`src/hdl/csort_pkg.sv`:
```
// shared types and constants for the cocktail shaker sorter
package csort_pkg;

    // default storage geometry
    localparam int DEPTH_DEFAULT      = 16;
    localparam int DATA_WIDTH_DEFAULT = 32;

    // fixed widths of the payload ports
    localparam int IN_WIDTH  = 32;
    localparam int OUT_WIDTH = 32;

    // sequencer states
    typedef enum logic [3:0] {
        ST_LOAD,
        ST_FWD_INIT,
        ST_FWD_HEAD,
        ST_FWD_STEP,
        ST_FWD_TAIL,
        ST_BWD_INIT,
        ST_BWD_HEAD,
        ST_BWD_STEP,
        ST_BWD_TAIL,
        ST_EMIT_RD,
        ST_EMIT_WR
    } t_state;

    // control of one result request from the engine to the output stage
    typedef struct packed {
        logic valid;
        logic end_of_run;
        logic overflow;
    } t_emit_ctl;

endpackage

```
`src/hdl/csort_mem.sv`:
```
// element store: one write port, one read port with registered read data
module csort_mem
    import csort_pkg::*;
#(
    parameter int DEPTH      = DEPTH_DEFAULT,
    parameter int DATA_WIDTH = DATA_WIDTH_DEFAULT,
    localparam int IW        = (DEPTH > 1) ? $clog2(DEPTH) : 1
) (
    input  logic                  i_clk,
    input  logic                  i_we,
    input  logic [IW-1:0]         i_waddr,
    input  logic [DATA_WIDTH-1:0] i_wdata,
    input  logic [IW-1:0]         i_raddr,
    output logic [DATA_WIDTH-1:0] o_rdata
);

    logic [DATA_WIDTH-1:0] r_mem [DEPTH];

    // write port
    always_ff @(posedge i_clk) begin
        if (i_we) begin
            r_mem[i_waddr] <= i_wdata;
        end
    end

    // read port, registered read data
    always_ff @(posedge i_clk) begin
        o_rdata <= r_mem[i_raddr];
    end

endmodule

```
`src/hdl/csort_engine.sv`:
```
// load, sort and readout sequencer around the element store
module csort_engine
    import csort_pkg::*;
#(
    parameter int DEPTH      = DEPTH_DEFAULT,
    parameter int DATA_WIDTH = DATA_WIDTH_DEFAULT,
    localparam int IW        = (DEPTH > 1) ? $clog2(DEPTH) : 1
) (
    input  logic                  i_clk,
    input  logic                  i_rst_n,
    // input request channel
    input  logic                  i_in_valid,
    output logic                  o_in_ready,
    input  logic [IN_WIDTH-1:0]   i_sample_value,
    input  logic                  i_final_item,
    // memory port
    output logic                  o_mem_we,
    output logic [IW-1:0]         o_mem_waddr,
    output logic [DATA_WIDTH-1:0] o_mem_wdata,
    output logic [IW-1:0]         o_mem_raddr,
    input  logic [DATA_WIDTH-1:0] i_mem_rdata,
    // result request toward the output stage
    output t_emit_ctl             o_emit_ctl,
    output logic [DATA_WIDTH-1:0] o_emit_value,
    input  logic                  i_emit_ready
);

    localparam int CW = $clog2(DEPTH + 1);
    localparam logic [CW-1:0] FULL_COUNT = CW'(DEPTH);

    t_state                r_state, n_state;
    logic [CW-1:0]         r_fill, n_fill;
    logic                  r_ovf, n_ovf;
    logic [IW-1:0]         r_lo, n_lo;
    logic [IW-1:0]         r_hi, n_hi;
    logic [IW-1:0]         r_last, n_last;
    logic [IW-1:0]         r_idx, n_idx;
    logic                  r_swapped, n_swapped;
    logic [DATA_WIDTH-1:0] r_carry, n_carry;

    logic [DATA_WIDTH-1:0] sample_ext;
    logic [CW-1:0]         load_count;
    logic                  fwd_less;
    logic                  bwd_less;

    // input sample into the storage width, sign kept when widening
    generate
        if (DATA_WIDTH <= IN_WIDTH) begin : g_in_trunc
            assign sample_ext = i_sample_value[DATA_WIDTH-1:0];
        end else begin : g_in_ext
            assign sample_ext = {{(DATA_WIDTH-IN_WIDTH){i_sample_value[IN_WIDTH-1]}},
                                 i_sample_value};
        end
    endgenerate

    // signed compares of the carried element against the fresh read
    assign fwd_less = $signed(i_mem_rdata) < $signed(r_carry);
    assign bwd_less = $signed(r_carry) < $signed(i_mem_rdata);

    // element count after the current load
    assign load_count = (r_fill < FULL_COUNT) ? r_fill + CW'(1) : r_fill;

    assign o_emit_value = i_mem_rdata;

    // state and working registers
    always_ff @(posedge i_clk) begin
        if (!i_rst_n) begin
            r_state   <= ST_LOAD;
            r_fill    <= '0;
            r_ovf     <= 1'b0;
            r_lo      <= '0;
            r_hi      <= '0;
            r_last    <= '0;
            r_idx     <= '0;
            r_swapped <= 1'b0;
        end else begin
            r_state   <= n_state;
            r_fill    <= n_fill;
            r_ovf     <= n_ovf;
            r_lo      <= n_lo;
            r_hi      <= n_hi;
            r_last    <= n_last;
            r_idx     <= n_idx;
            r_swapped <= n_swapped;
        end
    end

    // carried element
    always_ff @(posedge i_clk) begin
        r_carry <= n_carry;
    end

    // next state, memory accesses and result requests
    always_comb begin
        n_state     = r_state;
        n_fill      = r_fill;
        n_ovf       = r_ovf;
        n_lo        = r_lo;
        n_hi        = r_hi;
        n_last      = r_last;
        n_idx       = r_idx;
        n_swapped   = r_swapped;
        n_carry     = r_carry;
        o_in_ready  = 1'b0;
        o_mem_we    = 1'b0;
        o_mem_waddr = r_idx;
        o_mem_wdata = r_carry;
        o_mem_raddr = r_idx;
        o_emit_ctl  = '0;

        case (r_state)
            ST_LOAD: begin
                o_in_ready = 1'b1;
                if (i_in_valid) begin
                    // store the element, or drop it when full
                    if (r_fill < FULL_COUNT) begin
                        o_mem_we    = 1'b1;
                        o_mem_waddr = r_fill[IW-1:0];
                        o_mem_wdata = sample_ext;
                    end else begin
                        n_ovf = 1'b1;
                    end
                    n_fill = load_count;
                    if (i_final_item) begin
                        n_lo   = '0;
                        n_hi   = IW'(load_count - CW'(1));
                        n_last = '0;
                        if (load_count > CW'(1)) begin
                            n_state = ST_FWD_INIT;
                        end else begin
                            n_idx   = '0;
                            n_state = ST_EMIT_RD;
                        end
                    end
                end
            end

            // forward pass: carry the largest value up to the upper bound
            ST_FWD_INIT: begin
                o_mem_raddr = r_lo;
                n_state     = ST_FWD_HEAD;
            end

            ST_FWD_HEAD: begin
                n_carry     = i_mem_rdata;
                o_mem_raddr = r_lo + IW'(1);
                n_idx       = r_lo;
                n_swapped   = 1'b0;
                n_state     = ST_FWD_STEP;
            end

            ST_FWD_STEP: begin
                o_mem_we    = 1'b1;
                o_mem_waddr = r_idx;
                if (fwd_less) begin
                    o_mem_wdata = i_mem_rdata;
                    n_last      = r_idx;
                    n_swapped   = 1'b1;
                end else begin
                    o_mem_wdata = r_carry;
                    n_carry     = i_mem_rdata;
                end
                if (r_idx + IW'(1) < r_hi) begin
                    o_mem_raddr = r_idx + IW'(2);
                    n_idx       = r_idx + IW'(1);
                end else begin
                    n_state = ST_FWD_TAIL;
                end
            end

            ST_FWD_TAIL: begin
                o_mem_we    = 1'b1;
                o_mem_waddr = r_hi;
                o_mem_wdata = r_carry;
                if (!r_swapped) begin
                    n_idx   = '0;
                    n_state = ST_EMIT_RD;
                end else begin
                    n_hi = r_last;
                    if (r_last == r_lo) begin
                        n_idx   = '0;
                        n_state = ST_EMIT_RD;
                    end else begin
                        n_state = ST_BWD_INIT;
                    end
                end
            end

            // backward pass: carry the smallest value down to the lower bound
            ST_BWD_INIT: begin
                o_mem_raddr = r_hi;
                n_state     = ST_BWD_HEAD;
            end

            ST_BWD_HEAD: begin
                n_carry     = i_mem_rdata;
                o_mem_raddr = r_hi - IW'(1);
                n_idx       = r_hi;
                n_swapped   = 1'b0;
                n_state     = ST_BWD_STEP;
            end

            ST_BWD_STEP: begin
                o_mem_we    = 1'b1;
                o_mem_waddr = r_idx;
                if (bwd_less) begin
                    o_mem_wdata = i_mem_rdata;
                    n_last      = r_idx;
                    n_swapped   = 1'b1;
                end else begin
                    o_mem_wdata = r_carry;
                    n_carry     = i_mem_rdata;
                end
                if (r_idx - IW'(1) > r_lo) begin
                    o_mem_raddr = r_idx - IW'(2);
                    n_idx       = r_idx - IW'(1);
                end else begin
                    n_state = ST_BWD_TAIL;
                end
            end

            ST_BWD_TAIL: begin
                o_mem_we    = 1'b1;
                o_mem_waddr = r_lo;
                o_mem_wdata = r_carry;
                if (!r_swapped) begin
                    n_idx   = '0;
                    n_state = ST_EMIT_RD;
                end else begin
                    n_lo = r_last;
                    if (r_last < r_hi) begin
                        n_state = ST_FWD_INIT;
                    end else begin
                        n_idx   = '0;
                        n_state = ST_EMIT_RD;
                    end
                end
            end

            // readout in ascending address order
            ST_EMIT_RD: begin
                o_mem_raddr = r_idx;
                n_state     = ST_EMIT_WR;
            end

            ST_EMIT_WR: begin
                o_mem_raddr           = r_idx;
                o_emit_ctl.valid      = 1'b1;
                o_emit_ctl.end_of_run = (CW'(r_idx) + CW'(1)) == r_fill;
                o_emit_ctl.overflow   = r_ovf;
                if (i_emit_ready) begin
                    if (o_emit_ctl.end_of_run) begin
                        n_fill  = '0;
                        n_ovf   = 1'b0;
                        n_lo    = '0;
                        n_hi    = '0;
                        n_last  = '0;
                        n_idx   = '0;
                        n_state = ST_LOAD;
                    end else begin
                        n_idx   = r_idx + IW'(1);
                        n_state = ST_EMIT_RD;
                    end
                end
            end

            default: begin
                n_state = ST_LOAD;
            end
        endcase
    end

endmodule

```
`src/hdl/csort_out.sv`:
```
// output register for result requests, with sign extension or truncation to the port width
module csort_out
    import csort_pkg::*;
#(
    parameter int DATA_WIDTH = DATA_WIDTH_DEFAULT
) (
    input  logic                  i_clk,
    input  logic                  i_rst_n,
    input  t_emit_ctl             i_emit_ctl,
    input  logic [DATA_WIDTH-1:0] i_emit_value,
    output logic                  o_emit_ready,
    output logic                  o_out_valid,
    input  logic                  i_out_ready,
    output logic [OUT_WIDTH-1:0]  o_sorted_value,
    output logic                  o_end_of_run,
    output logic                  o_overflow
);

    logic                 r_valid;
    logic [OUT_WIDTH-1:0] r_value;
    logic                 r_eor;
    logic                 r_ovf;
    logic [OUT_WIDTH-1:0] value_ext;
    logic                 load;

    // stored element to the output width
    generate
        if (DATA_WIDTH >= OUT_WIDTH) begin : g_out_trunc
            assign value_ext = i_emit_value[OUT_WIDTH-1:0];
        end else begin : g_out_ext
            assign value_ext = {{(OUT_WIDTH-DATA_WIDTH){i_emit_value[DATA_WIDTH-1]}},
                                i_emit_value};
        end
    endgenerate

    // register is free when empty or being taken
    assign o_emit_ready = !r_valid || i_out_ready;
    assign load         = i_emit_ctl.valid && o_emit_ready;

    // valid flag
    always_ff @(posedge i_clk) begin
        if (!i_rst_n) begin
            r_valid <= 1'b0;
        end else if (load) begin
            r_valid <= 1'b1;
        end else if (i_out_ready) begin
            r_valid <= 1'b0;
        end
    end

    // payload
    always_ff @(posedge i_clk) begin
        if (load) begin
            r_value <= value_ext;
            r_eor   <= i_emit_ctl.end_of_run;
            r_ovf   <= i_emit_ctl.overflow;
        end
    end

    assign o_out_valid    = r_valid;
    assign o_sorted_value = r_value;
    assign o_end_of_run   = r_eor;
    assign o_overflow     = r_ovf;

endmodule

```
`src/hdl/cocktail_shaker_sorter.sv`:
```
// top level of the cocktail shaker sorter
// Collects up to DEPTH signed elements, one per cycle, into a single-port-pair
// memory until a request marked final arrives, then sorts them in place with
// alternating forward and backward bubble passes and streams them out in
// ascending order; the last result carries end_of_run, and every result of a
// set that lost elements to a full store carries overflow. A pass over a span
// of s adjacent pairs reads the first element, makes s compare-and-write steps
// and writes the carried element; sorting ends early after a pass with no
// swap. Readout reads each result from the memory and then offers it to the
// output register, holding while that register is not free. New input is taken
// only while loading; the final result may still wait in the output register
// while the next set loads.
module cocktail_shaker_sorter
    import csort_pkg::*;
#(
    parameter int DEPTH      = DEPTH_DEFAULT,
    parameter int DATA_WIDTH = DATA_WIDTH_DEFAULT
) (
    input  logic                        i_clk,
    input  logic                        i_rst_n,
    // input requests
    input  logic                        i_in_valid,
    output logic                        o_in_ready,
    input  logic signed [IN_WIDTH-1:0]  i_sample_value,
    input  logic                        i_final_item,
    // result requests
    output logic                        o_out_valid,
    input  logic                        i_out_ready,
    output logic signed [OUT_WIDTH-1:0] o_sorted_value,
    output logic                        o_end_of_run,
    output logic                        o_overflow
);

    localparam int IW = (DEPTH > 1) ? $clog2(DEPTH) : 1;

    logic                  mem_we;
    logic [IW-1:0]         mem_waddr;
    logic [DATA_WIDTH-1:0] mem_wdata;
    logic [IW-1:0]         mem_raddr;
    logic [DATA_WIDTH-1:0] mem_rdata;
    t_emit_ctl             emit_ctl;
    logic [DATA_WIDTH-1:0] emit_value;
    logic                  emit_ready;
    logic [OUT_WIDTH-1:0]  sorted_value;

    // element store
    csort_mem #(
        .DEPTH      (DEPTH),
        .DATA_WIDTH (DATA_WIDTH)
    ) u_mem (
        .i_clk   (i_clk),
        .i_we    (mem_we),
        .i_waddr (mem_waddr),
        .i_wdata (mem_wdata),
        .i_raddr (mem_raddr),
        .o_rdata (mem_rdata)
    );

    // load, sort and readout sequencer
    csort_engine #(
        .DEPTH      (DEPTH),
        .DATA_WIDTH (DATA_WIDTH)
    ) u_engine (
        .i_clk          (i_clk),
        .i_rst_n        (i_rst_n),
        .i_in_valid     (i_in_valid),
        .o_in_ready     (o_in_ready),
        .i_sample_value (i_sample_value),
        .i_final_item   (i_final_item),
        .o_mem_we       (mem_we),
        .o_mem_waddr    (mem_waddr),
        .o_mem_wdata    (mem_wdata),
        .o_mem_raddr    (mem_raddr),
        .i_mem_rdata    (mem_rdata),
        .o_emit_ctl     (emit_ctl),
        .o_emit_value   (emit_value),
        .i_emit_ready   (emit_ready)
    );

    // output register
    csort_out #(
        .DATA_WIDTH (DATA_WIDTH)
    ) u_out (
        .i_clk          (i_clk),
        .i_rst_n        (i_rst_n),
        .i_emit_ctl     (emit_ctl),
        .i_emit_value   (emit_value),
        .o_emit_ready   (emit_ready),
        .o_out_valid    (o_out_valid),
        .i_out_ready    (i_out_ready),
        .o_sorted_value (sorted_value),
        .o_end_of_run   (o_end_of_run),
        .o_overflow     (o_overflow)
    );

    assign o_sorted_value = sorted_value;

endmodule

```
`config.mk`:
```
export PLATFORM = sky130hd
export DESIGN_NAME = cocktail_shaker_sorter
export DESIGN_NICKNAME = d
export VERILOG_FILES = /design/src/hdl/csort_pkg.sv /design/src/hdl/csort_mem.sv /design/src/hdl/csort_engine.sv /design/src/hdl/csort_out.sv /design/src/hdl/cocktail_shaker_sorter.sv
export SDC_FILE = /design/constraint.sdc
export NUM_CORES = 1
export LEC_CHECK = 0
export BUFFER_PORTS_ARGS = -buffer_cell sky130_fd_sc_hd__buf_2
export CORE_ASPECT_RATIO = 0.75
export CORE_MARGIN = 2
export CORE_UTILIZATION = 44
export DETAILED_ROUTE_END_ITERATION = 12
export GPL_ROUTABILITY_DRIVEN = 0
export PLACE_DENSITY = 0.71
export SETUP_SLACK_MARGIN = 0.15
export SLEW_MARGIN = 10
export SYNTH_ARGS = -nofsm -noshare
export SYNTH_HDL_FRONTEND = slang
export SYNTH_SLANG_ARGS = --single-unit
```
`constraint.sdc`:
```
create_clock -name i_clk -period 3.85 [get_ports i_clk]
set_input_delay 0.1925 -clock i_clk [delete_from_list [all_inputs] [get_ports i_clk]]
set_output_delay 0.1925 -clock i_clk [all_outputs]
set_load 0.005 [all_outputs]
```
Word level (Yosys, flattened, before mapping)
Memories as Yosys holds them, arrays and structs flattened. A register that Yosys moved wholly into a read port is not among the register bits.
Cells that the tools add are included.
Word-level totals
  register bits: 94
  bits in latches: 0
  RAM bits: 512
  ROM bits: 0
  logic and storage cells: 154
  memories kept: 1
Memories
  u_mem.r_mem: depth 16, width 32, read ports 1, clocked after memory_dff 1, write ports 1, line csort_mem.sv:17  | logic [DATA_WIDTH-1:0] r_mem [DEPTH];
Operators by class
  add/sub/neg operators: 9
  multiply operators: 0
  divide/modulo/power cells: 0
  magnitude comparators: 7
  eq/ne operators: 30
  shift-type cells: 0
  multiplexer cells: 72
  bitwise operators: 0
  reductions and logical operators: 22
Operators with widths (count)
  32-bit two-way mux: 6
  32-bit one-hot mux with 3 select lines: 2
  4-bit two-way mux: 35
  32-bit < comparator: 2
  4-bit one-hot mux with 11 select lines: 1
  4-bit one-hot mux with 3 select lines: 3
  4-bit one-hot mux with 8 select lines: 1
  4-bit one-hot mux with 6 select lines: 1
  5-bit two-way mux: 4
  4-bit by 3-bit equality test with 1-bit output, second input constant: 4
  2-bit by 1-bit != test with 1-bit output, second input constant: 8
  2-bit != test, second input constant: 8
  4-bit one-hot mux with 4 select lines: 1
  1-bit two-way mux: 13
  4-bit equality test, second input constant: 3
  6-bit AND reduction: 2
  4-bit by 1-bit subtractor with 4-bit output, second input constant: 3
  5-bit one-hot mux with 2 select lines: 1
  5-bit AND reduction: 2
  9-bit AND reduction: 1
  3-bit nonzero test: 3
  4-bit by 1-bit adder with 4-bit output, second input constant: 2
  4-bit by 2-bit equality test with 1-bit output, second input constant: 2
  4-bit < comparator: 2
  other kinds (26): 30

Logic depth before layout (Yosys ltp)
Gate-level depths: netlist (run 1).
  depth in word-level cells: 7
  gate-level depth with buffers: 17
  depth with buffers taken out: 14

By module
From an unflattened synthesis (run 1), not the netlist that was laid out.
Second synthesis, totals
  cell total of the unflattened synthesis: 1510
  area, all modules: 26247.7 um^2
By module, submodules not included
  csort_mem: instances 1, cells an instance 838, area an instance 19836.5 um^2
  csort_engine: instances 1, cells an instance 633, area an instance 5332.6 um^2
  csort_out: instances 1, cells an instance 39, area an instance 1078.5 um^2

Worst setup path before layout (run 1)
No wires, ideal clock.
  kind: reg-to-reg
  start: register u_mem.o_rdata[31], read port of u_mem.r_mem
  end: register u_engine.r_carry[0] (enable)
  library setup time: 0.421 ns
  arrival: 3.442 ns
  slack: -0.013 ns
  cell stages (with the launch flop): 12
  path buffers: 2
  period minus slack after synthesis: 3.863 ns
  cells stage by stage: dfxtp_1 inv_1 ha_1 buf_2 nand4_1 nor3_1 a21oi_2 nand4_1 nor3_1 o211ai_1 buf_2 nor2_1
Between the ends
  cells in the longest elaborated chain, start to end: 3
  elaborated cells between the ends (all ways): 5
  classes of those cells: order compare (2); eq/ne (2); reduce/logical (1)
RTL lines
  from (decl): line csort_mem.sv:14  | output logic [DATA_WIDTH-1:0] o_rdata
  32-bit < comparator, on equally long branches: line csort_engine.sv:58, csort_engine.sv:57
  2-bit != test (no line)
  3-bit AND reduction (no line) *
  to (signal assigned): line csort_engine.sv:90  | r_carry <= n_carry;
  to (decl): line csort_engine.sv:39  | logic [DATA_WIDTH-1:0] r_carry, n_carry;
Mark *: on every way between the ends. The rest lies on a longest branch, timed or not.
A chain may end at the register's enable or synchronous reset.

Final worst setup path (run 1)
  start: register u_mem.o_rdata[21], read port of u_mem.r_mem
  end: memory u_mem.r_mem[8][6] (netlist bit) (data pin)
Between the ends
  cells in the longest elaborated chain, start to end: 3
  elaborated cells between the ends (all ways): 5
  classes of those cells: order compare (2); mux (3)
RTL lines
  32-bit < comparator, on equally long branches: line csort_engine.sv:58, csort_engine.sv:57
  32-bit two-way mux, on equally long branches: line csort_engine.sv:206, csort_engine.sv:155
  32-bit one-hot mux with 3 select lines *: line csort_engine.sv:111  | case (r_state)
  via mem_wdata[6]: line cocktail_shaker_sorter.sv:38  | logic [DATA_WIDTH-1:0] mem_wdata;
  to (decl): line csort_mem.sv:17
The timed path passes the listed nets; every way through them passes the cells marked *.

==> impl_results.md, run 1 <==
- Fin nets: 1741
- Post-DRT Antenna Nets: 0
- RSZ-0062 raised after global routing: no
- Share of the synthesized area in the top cell type: 0.658
- Synth area leaders: edfxtp_1 (66%), mux4_2 (11%), dfxtp_1 (4.6%)
- Delay-heaviest family, CP: compound AO/OA/AOI/OAI gates
- Site row count: between 70 and 80
- Worst r2r src: u_mem.o_rdata[21]
- Sw frac: 0.305
- Final Hold Viols: 0
- Vias in the first global route: 14600
- R2R cell count: 13
- Global-route wire length before repair: 94.4 mm
- Fmax: 278 MHz
- DRT Pass-1 Iters: 8
- Detailed Place HPWL: 37.3 mm
- Top Ports: 73
- Hold Path Class: in2reg
- Clock latency on the worst-skew pair: 0.62 ns
- Layout area overhead: 17.9%
- Period utilization: 0.933
- Clock Sinks: 638
- CTS H-tree depth: 2
- DRT Wirelength: 64.0 mm
- CTS root buffer: clkbuf_16
- Clk pin slew, worst setup/hold paths: 0.06 ns
- Clock Tree Buf Depth: 3
- Worst hold endpoint: u_mem.r_mem[2][16]
- Worst slew pin tran: 0.904 ns
- Post-layout util: 0.526
- Vias: approximately 15000
- Post-Synthesis Cells: ~1500
- Initial antenna violation count: 1
- Setup Crit Path Kind: reg2reg
- Drt wl/cell: 25.7 um
- Sequential share of the synthesized area: 0.703
- All-layer global routing usage: 0.207
- Buffers on Ports: 72
- Seq cells post-synth: 638
- Die area: approximately 62000 sq um
- Max Fanout on Critical Path: 19
- Clock Power Share: 0.253
- Core area: 59200 sq um
- GR Overflow Total: 0
- Crit path buf inv count: 4
- Pint: between 0.015 and 0.02 W
- Number of synthesized flops with an enable pin: 578
- Synth cell count leaders: edfxtp_1 (578), mux4_2 (128), mux2i_1 (99)
- Slowest stage delay, CP: 0.45 ns
- Die Wd: 287 um
- R2r endpoint: u_mem.r_mem[8][6]
- CTS tree: yes
- Starting Density: 0.446
- DRC: 0
- Final setup viols: 0
- Yosys synthesis warning count: 0
- Outcome: finished, final reports clean
- Slew headroom: 0.388
- Final TNS setup: 0 ns
- Layout cells sized above 1: 0.264
- Hold path startpoint: i_sample_value[16]
- VDD IR max: 0.592 mV
- Sw Pwr: 0.00729 W
- Most common cell in the synthesized netlist: edfxtp_1
- Ant. Diodes: 0
- Syn nets: 1559
- FFs w/ async S/R, synth: 0
- Number of CTS-inserted buffers: 59
- Crit path cell chain: inv_1 > ha_1 > a41o_1 > a21oi_1 > or3_1 > nand4_1 > buf_4 > o21a_1 > nor3_1 > nand2_1 > buf_6 > a21o_1 > buf_12
- Seq pwr share: 0.415
- Largest area contributor in the netlist: edfxtp_1
- Flop2flop setup slack: ~0.26 ns
- Post-synth cell types: 72
- Vias/cell: 5.89
- Top FF cell, synth: edfxtp_1
- Average cell area after synthesis: 18.0 sq um
- Pins Over Slew Limit: 0
- Hold Crit Depth: 4
- Fin crit period: 3.59 ns
- Startpoint Class: register
- Comb pwr share: 0.332
- Fin Clk Skew: 0.0170 ns
- MaxCap Viol Count: 0
- Worst EP arrival: 3.96 ns
- PwrDens: 768 nW/um^2
- Die extent in y: approximately 220 um
- Required @ worst endpoint: 4.21 ns
- Post-synthesis cell area: 26400 sq um
- Leak: 10.8 nW
- DRT iter0 DRCs: 1861
- Crit end category: register
- Critical Path Slowest Stage Cell: dfxtp_1
- Largest net degree at the start of global routing: 63
## cells in the final DEF (no fill, tap or decap), types with 50 or more instances in the layout
master and n:
inv_1 52, edfxtp_1 578, buf_2 72, mux2i_1 99, dfxtp_1 59, nand2_1 50, ha_1 50, buf_4 62
mux4_2 128, clkbuf_16 59
## worst register-to-register path, delay by kind of cell (launching register included)
family	cells	cell delay, ns
AO/OA/AOI/OAI	4	0.94
AND/OR/NAND/NOR	4	0.91
buffers and inverters	4	0.70
flip-flops	1	0.45
adder cells (fa/ha/maj)	1	0.32
## final cells by class
class / instances / area [sq um]
Multi-Input combinational cell: 710 / 7420
Tap cell: 790 / 988
Inverter: 52 / 195
Timing Repair Buffer: 191 / 1940
Clock buffer: 67 / 1530
Sequential cell: 638 / 18600
Clock inverter: 42 / 478
Fill cell: 4628 / 28000
## metal layers
layer,routed length (um),part of all wire,track usage,vias up
li1,-,-,-,6300
met1,27100,0.42,0.301,7564
met2,30100,0.47,0.323,703
met3,5400,0.084,0.0349,109
met4,1440,0.023,0.0578,0
met5,0,0,0.00156,-
## logic make-up (layout without fill, tap and decap cells)
logic type,count (synthesis),after routing,share of synthesized area
simple gates,207,207,0.0389
mux,227,227,0.147
flops,638,638,0.703
buf+inv,122,352,0.0238
fa+ha+maj,52,52,0.0247
xor+xnor,19,19,0.00683
compound gates,205,205,0.0557
## registers in the layout, indices dropped and copies added, names as in the netlist, 4 cells and up
register              count
u_engine.r_lo             4
u_engine.r_fill           5
u_mem.r_mem             512
u_mem.o_rdata            32
u_engine.r_carry         32
u_engine.r_last           4
u_engine.r_hi             4
u_out.o_sorted_value     32
u_engine.r_idx            4
u_engine.r_state          4
## through the flow
| stage | cells | hold WS, ns | setup WS, ns | power, W | cell area (sq um) |
|---|---|---|---|---|---|
| final | 2490 | 0.144 | 0.257 | 0.0239 | 31100 |
| after global routing | 2490 | 0.155 | 0.120 | 0.0250 | 31100 |
| after CTS | 2479 | 0.105 | 0.143 | 0.0240 | 31000 |
| after detailed placement | 2364 | 0.486 | 0.0796 | 0.0178 | 28900 |
| after global placement | 2364 | 0.459 | 0.224 | 0.0176 | 28900 |
| after floorplan | 1470 | 0.326 | 0.164 | 0.0151 | 26400 |
## power groups by stage
| stage | Combinational, W | Clock [W] | Sequential (W) |
|---|---|---|---|
| 6_report | 0.00794 | 0.00604 | 0.00991 |
| 5_1_grt | 0.00862 | 0.00640 | 0.00998 |
| 4_1_cts | 0.00788 | 0.00616 | 0.00991 |
| 3_5_place_dp | 0.00779 | 0 | 0.0100 |
| 3_3_place_gp | 0.00759 | 0 | 0.0100 |
| 2_1_floorplan | 0.00527 | 0 | 0.00980 |
## how the worst max path moves through the flow
stage | depth (start not counted) | end | slack, ns | from
2_1_floorplan | 8 | u_mem.r_mem[6][0] | 0.16 | u_engine.r_state[1]
4_1_cts | 14 | u_mem.o_rdata[26] | 0.14 | u_engine.r_idx[1]
6_report | 13 | u_mem.r_mem[8][6] | 0.26 | u_mem.o_rdata[21]
5_1_grt | 13 | u_mem.r_mem[9][17] | 0.12 | u_mem.o_rdata[23]
3_3_place_gp | 12 | u_mem.r_mem[9][17] | 0.22 | u_mem.o_rdata[31]
3_5_place_dp | 14 | u_mem.o_rdata[20] | 0.08 | u_engine.r_idx[1]
## repair_timing
action,4_1_cts,5_1_grt
gates cloned,2,0
hold buffers,2,0
pin swaps,3,4
setup endpoints to repair,333,579
buffers inserted,2,11
endpoints found under the hold margin,7,0
gates resized for setup,4,12
Power figures use the tool's default switching activity.
==> inputs of run 2 (changes only) <==
--- a/config.mk
+++ b/config.mk
@@ -6,12 +6,14 @@
 export NUM_CORES = 1
 export LEC_CHECK = 0
 export BUFFER_PORTS_ARGS = -buffer_cell sky130_fd_sc_hd__buf_2
+export CELL_PAD_IN_SITES_DETAIL_PLACEMENT = 1
+export CELL_PAD_IN_SITES_GLOBAL_PLACEMENT = 1
 export CORE_ASPECT_RATIO = 0.75
 export CORE_MARGIN = 2
 export CORE_UTILIZATION = 44
 export DETAILED_ROUTE_END_ITERATION = 12
 export GPL_ROUTABILITY_DRIVEN = 0
-export PLACE_DENSITY = 0.71
+export PLACE_DENSITY = 0.78
 export SETUP_SLACK_MARGIN = 0.15
 export SLEW_MARGIN = 10
 export SYNTH_ARGS = -nofsm -noshare
==> run 2 against run 1 <==
Global-route usage rose by 3.0 points. Via count up 2.9%. Sequential power is essentially flat. Sequential share of layout area fell by 1.3 points. Clock skew increased by 0.028 ns. Setup slack worse by 0.11 ns. Hold slack got worse by 0.031 ns. Register-to-register slack got worse by 0.11 ns. Routed wire length increased by 15%. First-iteration DRC count fell by 15%. Die area unchanged. Non-clock buffer count rose by 41. Highest routed layer unchanged.
==> impl_results.md, run 2 (synthesized netlist as in run 1, its figures left out) <==
- Site row count: 77
- Post-layout util: 0.538
- Comb pwr share: 0.349
- R2r endpoint: u_mem.r_mem[5][9]
- Top Ports: between 70 and 80
- Fin cells: between 2000 and 3000
- Detailed Place HPWL: roughly 44 mm
- Clock Tree Buf Depth: 3
- Crit path cell chain: ha_1 > nor2b_1 > o211ai_1 > a2111oi_2 > buf_4 > o31a_1 > or4b_1 > o211ai_1 > buf_4 > buf_6 > a22o_1 > a21o_1 > buf_12
- Most frequent cells in the layout: edfxtp_1 (578), mux4_2 (128), mux2i_1 (97)
- Fin crit period: 3.70 ns
- Final hold slack: 0.113 ns
- Delay-heaviest family, CP: compound AO/OA/AOI/OAI gates
- Sw frac: 0.318
- Buffers on Ports: 72
- Crit end category: register
- Max Fanout on Critical Path: 16
- Clock Power Share: 0.254
- Layout cells sized above 1: 0.296
- Clock latency on the worst-skew pair: 0.67 ns
- Final setup viols: 0
- Cell Area, Placed: between 20000 and 30000 sq um
- Setup Crit Path Kind: reg2reg
- Hold Path Class: in2reg
- Clk pin slew, worst setup/hold paths: 0.07 ns
- Global-route wire length before repair: 107 mm
- DRT iter0 DRCs: 1574
- Final Hold Viols: 0
- Hold path startpoint: i_sample_value[18]
- Core area: 59200 sq um
- Worst hold endpoint: u_mem.r_mem[14][18]
- R2R cell count: 13
- Required @ worst endpoint: roughly 4.3 ns
- Total chip power: about 0.025 W
- VDD IR max: 0.505 mV
- CTS tree: yes
- Fin Clk Skew: around 0.045 ns
- RSZ-0062 raised after global routing: no
- Number of CTS-inserted buffers: 61
- Seq pwr share: 0.397
- Vias/cell: 5.95
- Fillers: 5395
- Die extent in y: 216 um
- Pins Over Slew Limit: 0
- Startpoint Class: register
- Vias: around 15000
- Layout area overhead: 20.6%
- Period utilization: 0.962
- Sw Pwr: 0.00796 W
- Fmax: 270 MHz
- Design area: roughly 32000 sq um
- Die Wd: 287 um
- Clock Sinks: 638
- Biggest register: u_mem.r_mem
- PwrDens: 787 nW/um^2
- Crit path buf inv count: 4
- Slowest stage delay, CP: 0.59 ns
- CTS root buffer: clkbuf_16
- DP Cell Count: 2381
- MaxCap Viol Count: 0
- All-layer global routing usage: 0.237
- Largest net degree at the start of global routing: 40
- GR Overflow Total: 0
- Worst EP arrival: 4.20 ns
- Fin nets: 1784
- Slew headroom: 0.356
- Post-DRT Antenna Nets: 0
- Starting Density: 0.446
- Ant. Diodes: 0
- CTS H-tree depth: 2
- Critical Path Slowest Stage Cell: or4b_1
- Most common cell after layout, fill and taps aside: edfxtp_1
- DRT Wirelength: about 73 mm
- Outcome: finished, final reports clean
- Initial antenna violation count: 0
- Pint: 0.0171 W
- Die area: 62000 sq um
- Max reg flops: 512
- DRC: 0
- Flop2flop setup slack: around 0.15 ns
- Worst slew pin tran: 0.963 ns
- Drt wl/cell: between 20 and 30 um
- DRT Pass-1 Iters: 6
- Leak: 11.2 nW
- Vias in the first global route: 15900
- Worst r2r src: u_engine.r_carry[1]
- Hold Crit Depth: 4
==> run 2: timing repair <==
item | in CTS | in global routing
pin swaps | 5 | 9
resized for setup | 13 | 31
endpoints found under the hold margin | 7 | 0
hold buffers | 2 | 0
gates cloned | 2 | 1
endpoints found under the setup margin | 531 | 567
setup buffers | 5 | 31
==> run 2: layout make-up <==
type / count / area (sq um) / share of cell area
clock buffer: 80 / 1680 / 0.0527
clock inverter: 36 / 467 / 0.0147
inverter: 52 / 195 / 0.00613
multi-input combinational: 710 / 7520 / 0.236
sequential: 638 / 18600 / 0.584
tap: 790 / 988 / 0.0311
timing repair buffer: 232 / 2410 / 0.0756
==> run 2: worst max path at each step <==
stage / startpoint / endpoint / slack, ns / depth (start not counted)
CTS: u_mem.o_rdata[15] / u_mem.r_mem[6][9] / 0.17 / 12
finish: u_engine.r_carry[1] / u_mem.r_mem[5][9] / 0.15 / 13
global route: u_mem.o_rdata[23] / u_mem.r_mem[6][9] / 0.07 / 13
detailed placement: u_engine.r_idx[1] / u_mem.o_rdata[23] / -0.11 / 14
global placement: u_mem.o_rdata[17] / u_mem.r_mem[9][9] / 0.06 / 12
floorplan: u_engine.r_state[1] / u_mem.r_mem[6][0] / 0.16 / 8
==> run 2: stage by stage <==
| step | setup WS, ns | TNS, ns |
|---|---|---|
| 5_1_grt | 0.0717 | 0 |
| 6_report | 0.146 | 0 |
| 3_5_place_dp | -0.107 | -0.555 |
| 4_1_cts | 0.172 | 0 |
| 2_1_floorplan | 0.164 | 0 |
| 3_3_place_gp | 0.0627 | 0 |
==> run 2: metal layers <==
metal | up-vias | GRT usage | part of all wire
li1 | 6378 | - | -
met1 | 8001 | 0.332 | 0.42
met2 | 607 | 0.385 | 0.49
met3 | 113 | 0.0407 | 0.067
met4 | 0 | 0.0644 | 0.023
met5 | - | 0 | 0
==> run 2: power groups by stage <==
stage	Combinational, W	Clock, W	Sequential, W
2_1_floorplan	0.00527	0	0.00980
3_3_place_gp	0.00796	0	0.00999
3_5_place_dp	0.00840	0	0.0101
4_1_cts	0.00862	0.00646	0.00992
5_1_grt	0.00940	0.00673	0.00999
6_report	0.00874	0.00637	0.00993
==> run 2: worst reg2reg max path, stage by stage (launching register included) <==
cell,delay (ns)
edfxtp_1,0.45
ha_1,0.34
nor2b_1,0.15
o211ai_1,0.22
a2111oi_2,0.11
buf_4,0.16
o31a_1,0.33
or4b_1,0.59
o211ai_1,0.21
buf_4,0.26
buf_6,0.20
a22o_1,0.18
a21o_1,0.17
buf_12,0.16
==> inputs of run 3 (changes only) <==
==> constraint.sdc (replaced) <==
create_clock -name i_clk -period 3.85 [get_ports i_clk]
set_input_delay 0.385 -clock i_clk [delete_from_list [all_inputs] [get_ports i_clk]]
set_output_delay 0.385 -clock i_clk [all_outputs]
set_load 0.005 [all_outputs]
==> run 3 against run 2 <==
Critical path depth did not move. Routed wire length decreased by 0.37%. Sequential power barely moved. Critical endpoint is now u_mem.r_mem[2][9]. Largest cell class unchanged.
==> impl_results.md, run 3 (synthesized netlist as in run 1, its figures left out) <==
- Outcome: finished, final reports clean
- Fmax: 269 MHz
- DRC: 0
- Reg area: 18600 sq um
- Layout area overhead: 20.5%
- PwrDens: slightly below 800 nW/um^2
- Area of the multi-input gates: 7520 sq um
- Buffers on Ports: roughly 70
- Comb pwr share: 0.349
- GR Overflow Total: 0
- Clock Tree Buf Depth: 3
- Period utilization: 0.965
- MaxCap Viol Count: 0
- Setup WS pre-CTS: -0.107 ns
- Clock Power Share: 0.255
- All-layer global routing usage: 0.237
- Die area: 62000 sq um
- Post-DRT Antenna Nets: 0
- Pint: about 0.017 W
- Fin nets: 1782
- DRT iter0 DRCs: 1646
- Clock latency on the worst-skew pair: 0.67 ns
- VDD IR max: 0.506 mV
- Vias in the first global route: approximately 16000
- Max reg flops: a little over 500
- Hold Buf Count CTS: 0
- Setup Crit Path Kind: reg2reg
- Largest net degree at the start of global routing: 40
- Global-route wire length before repair: 107 mm
- Vias/cell: 5.94
- Hold Crit Depth: 4
- Fin crit period: 3.71 ns
- Detailed Place HPWL: 44.4 mm
- Required @ worst endpoint: around 4.3 ns
- Hold Path Class: in2reg
- CTS tree: yes
- Slowest stage delay, CP: a little under 0.6 ns
- Max Fanout on Critical Path: 16
- Critical Path Slowest Stage Cell: or4b_1
- Fillers: 5396
- Final worst slack: 0.136 ns
- Crit end category: register
- R2R cell count: 13
- Sw Pwr: ~0.008 W
- Seq pwr share: 0.396
- Worst slew pin tran: 0.985 ns
- Clk pin slew, worst setup/hold paths: about 0.070 ns
- Fin Clk Skew: between 0.04 and 0.05 ns
- Final setup viols: 0
- Total chip power: 0.0250 W
- CTS root buffer: clkbuf_16
- Core area: 59200 sq um
- Most common cell after layout, fill and taps aside: edfxtp_1
- Starting Density: 0.446
- Crit path cell chain: ha_1 > nor2b_1 > o211ai_1 > a2111oi_2 > buf_4 > o31a_1 > or4b_1 > o211ai_1 > buf_4 > buf_6 > a22o_1 > a21o_1 > buf_12
- Design area: 31800 sq um
- Drt wl/cell: 28.8 um
- DRT Wirelength: 73.1 mm
- RSZ-0062 raised after global routing: no
- Most frequent cells in the layout: edfxtp_1 (578), mux4_2 (128), mux2i_1 (97)
- Site row count: 77
- Vias: 15100
- CTS H-tree depth: 2
- Layout cells sized above 1: 0.296
- Sw frac: 0.318
- Die Wd: 287 um
- Worst EP arrival: about 4.2 ns
- Clock Sinks: 638
- Biggest register: u_mem.r_mem
- Ant. Diodes: 0
- Leak: 11.2 nW
- Pins Over Slew Limit: 0
- DRT Pass-1 Iters: 6
- Initial antenna violation count: 0
- Top Ports: 73
- Startpoint Class: register
- Cell Area, Placed: 29100 sq um
- Slew headroom: 0.341
- Number of CTS-inserted buffers: 61
- Die extent in y: about 220 um
- Final Hold Viols: 0
-- run 3: cell types whose count changed in the layout (fill, tap and decap cells not counted) --
cell           before  now
dlygate4sd3_1       2    0
-- run 3: cell type report --
type	instances	share of cell area
clock buffers	80	0.0528
multi-input cells	710	0.236
inverters	52	0.00614
well taps	790	0.0311
flip-flops and latches	638	0.584
repair buffers	230	0.0751
clock inverters	36	0.0147
-- run 3: worst paths after layout --
check	start	to	slack, ns
setup / recovery	u_engine.r_carry[1]	u_mem.r_mem[2][9]	0.14
hold / removal	i_out_ready	u_out.o_out_valid	0.06
setup reg to reg	u_engine.r_carry[1]	u_mem.r_mem[2][9]	0.14
hold reg to reg	u_mem.o_rdata[5]	u_engine.r_carry[5]	0.50
-- run 3: power groups by stage --
stage | sequential, W | combinational [W] | clock (W)
2_1_floorplan | 0.00980 | 0.00527 | 0
3_3_place_gp | 0.00999 | 0.00796 | 0
3_5_place_dp | 0.0101 | 0.00840 | 0
4_1_cts | 0.00992 | 0.00861 | 0.00646
5_1_grt | 0.00999 | 0.00939 | 0.00673
6_report | 0.00993 | 0.00874 | 0.00638
-- run 3: what timing repair did --
action | 4_1_cts | 5_1_grt
resized for setup | 13 | 31
buffers inserted | 5 | 31
endpoints found under the hold margin | 0 | 0
setup endpoints to repair | 531 | 567
gates cloned | 2 | 1
pin swaps | 5 | 9
-- run 3: per-layer routing --
layer  up-vias  global-route usage  share of wire
li1       6376                   -              -
met1      7962               0.332           0.42
met2       614               0.384           0.49
met3       112              0.0409          0.065
met4         0              0.0644          0.022
met5         -                   0              0
-- run 3: worst max-delay path: cells and delay by family (launching register included) --
kind,cells,cell delay [ns]
AOI/OAI and AO/OA,6,1.21
adders and majority gates,1,0.34
buffers and inverters,4,0.77
DFF,1,0.45
and+or+nand+nor,2,0.75
-- run 3: per-stage QoR --
step / std cells / TNS [ns] / hold WS [ns] / util
final: 2536 / 0 / 0.0558 / 0.538
after global routing: 2536 / 0 / 0.0518 / 0.538
after CTS: 2504 / 0 / 0.0188 / 0.531
after detailed placement: 2381 / -0.555 / 0.485 / 0.493
after global placement: 2381 / 0 / 0.461 / 0.493
after floorplan: 1470 / 0 / 0.441 / -
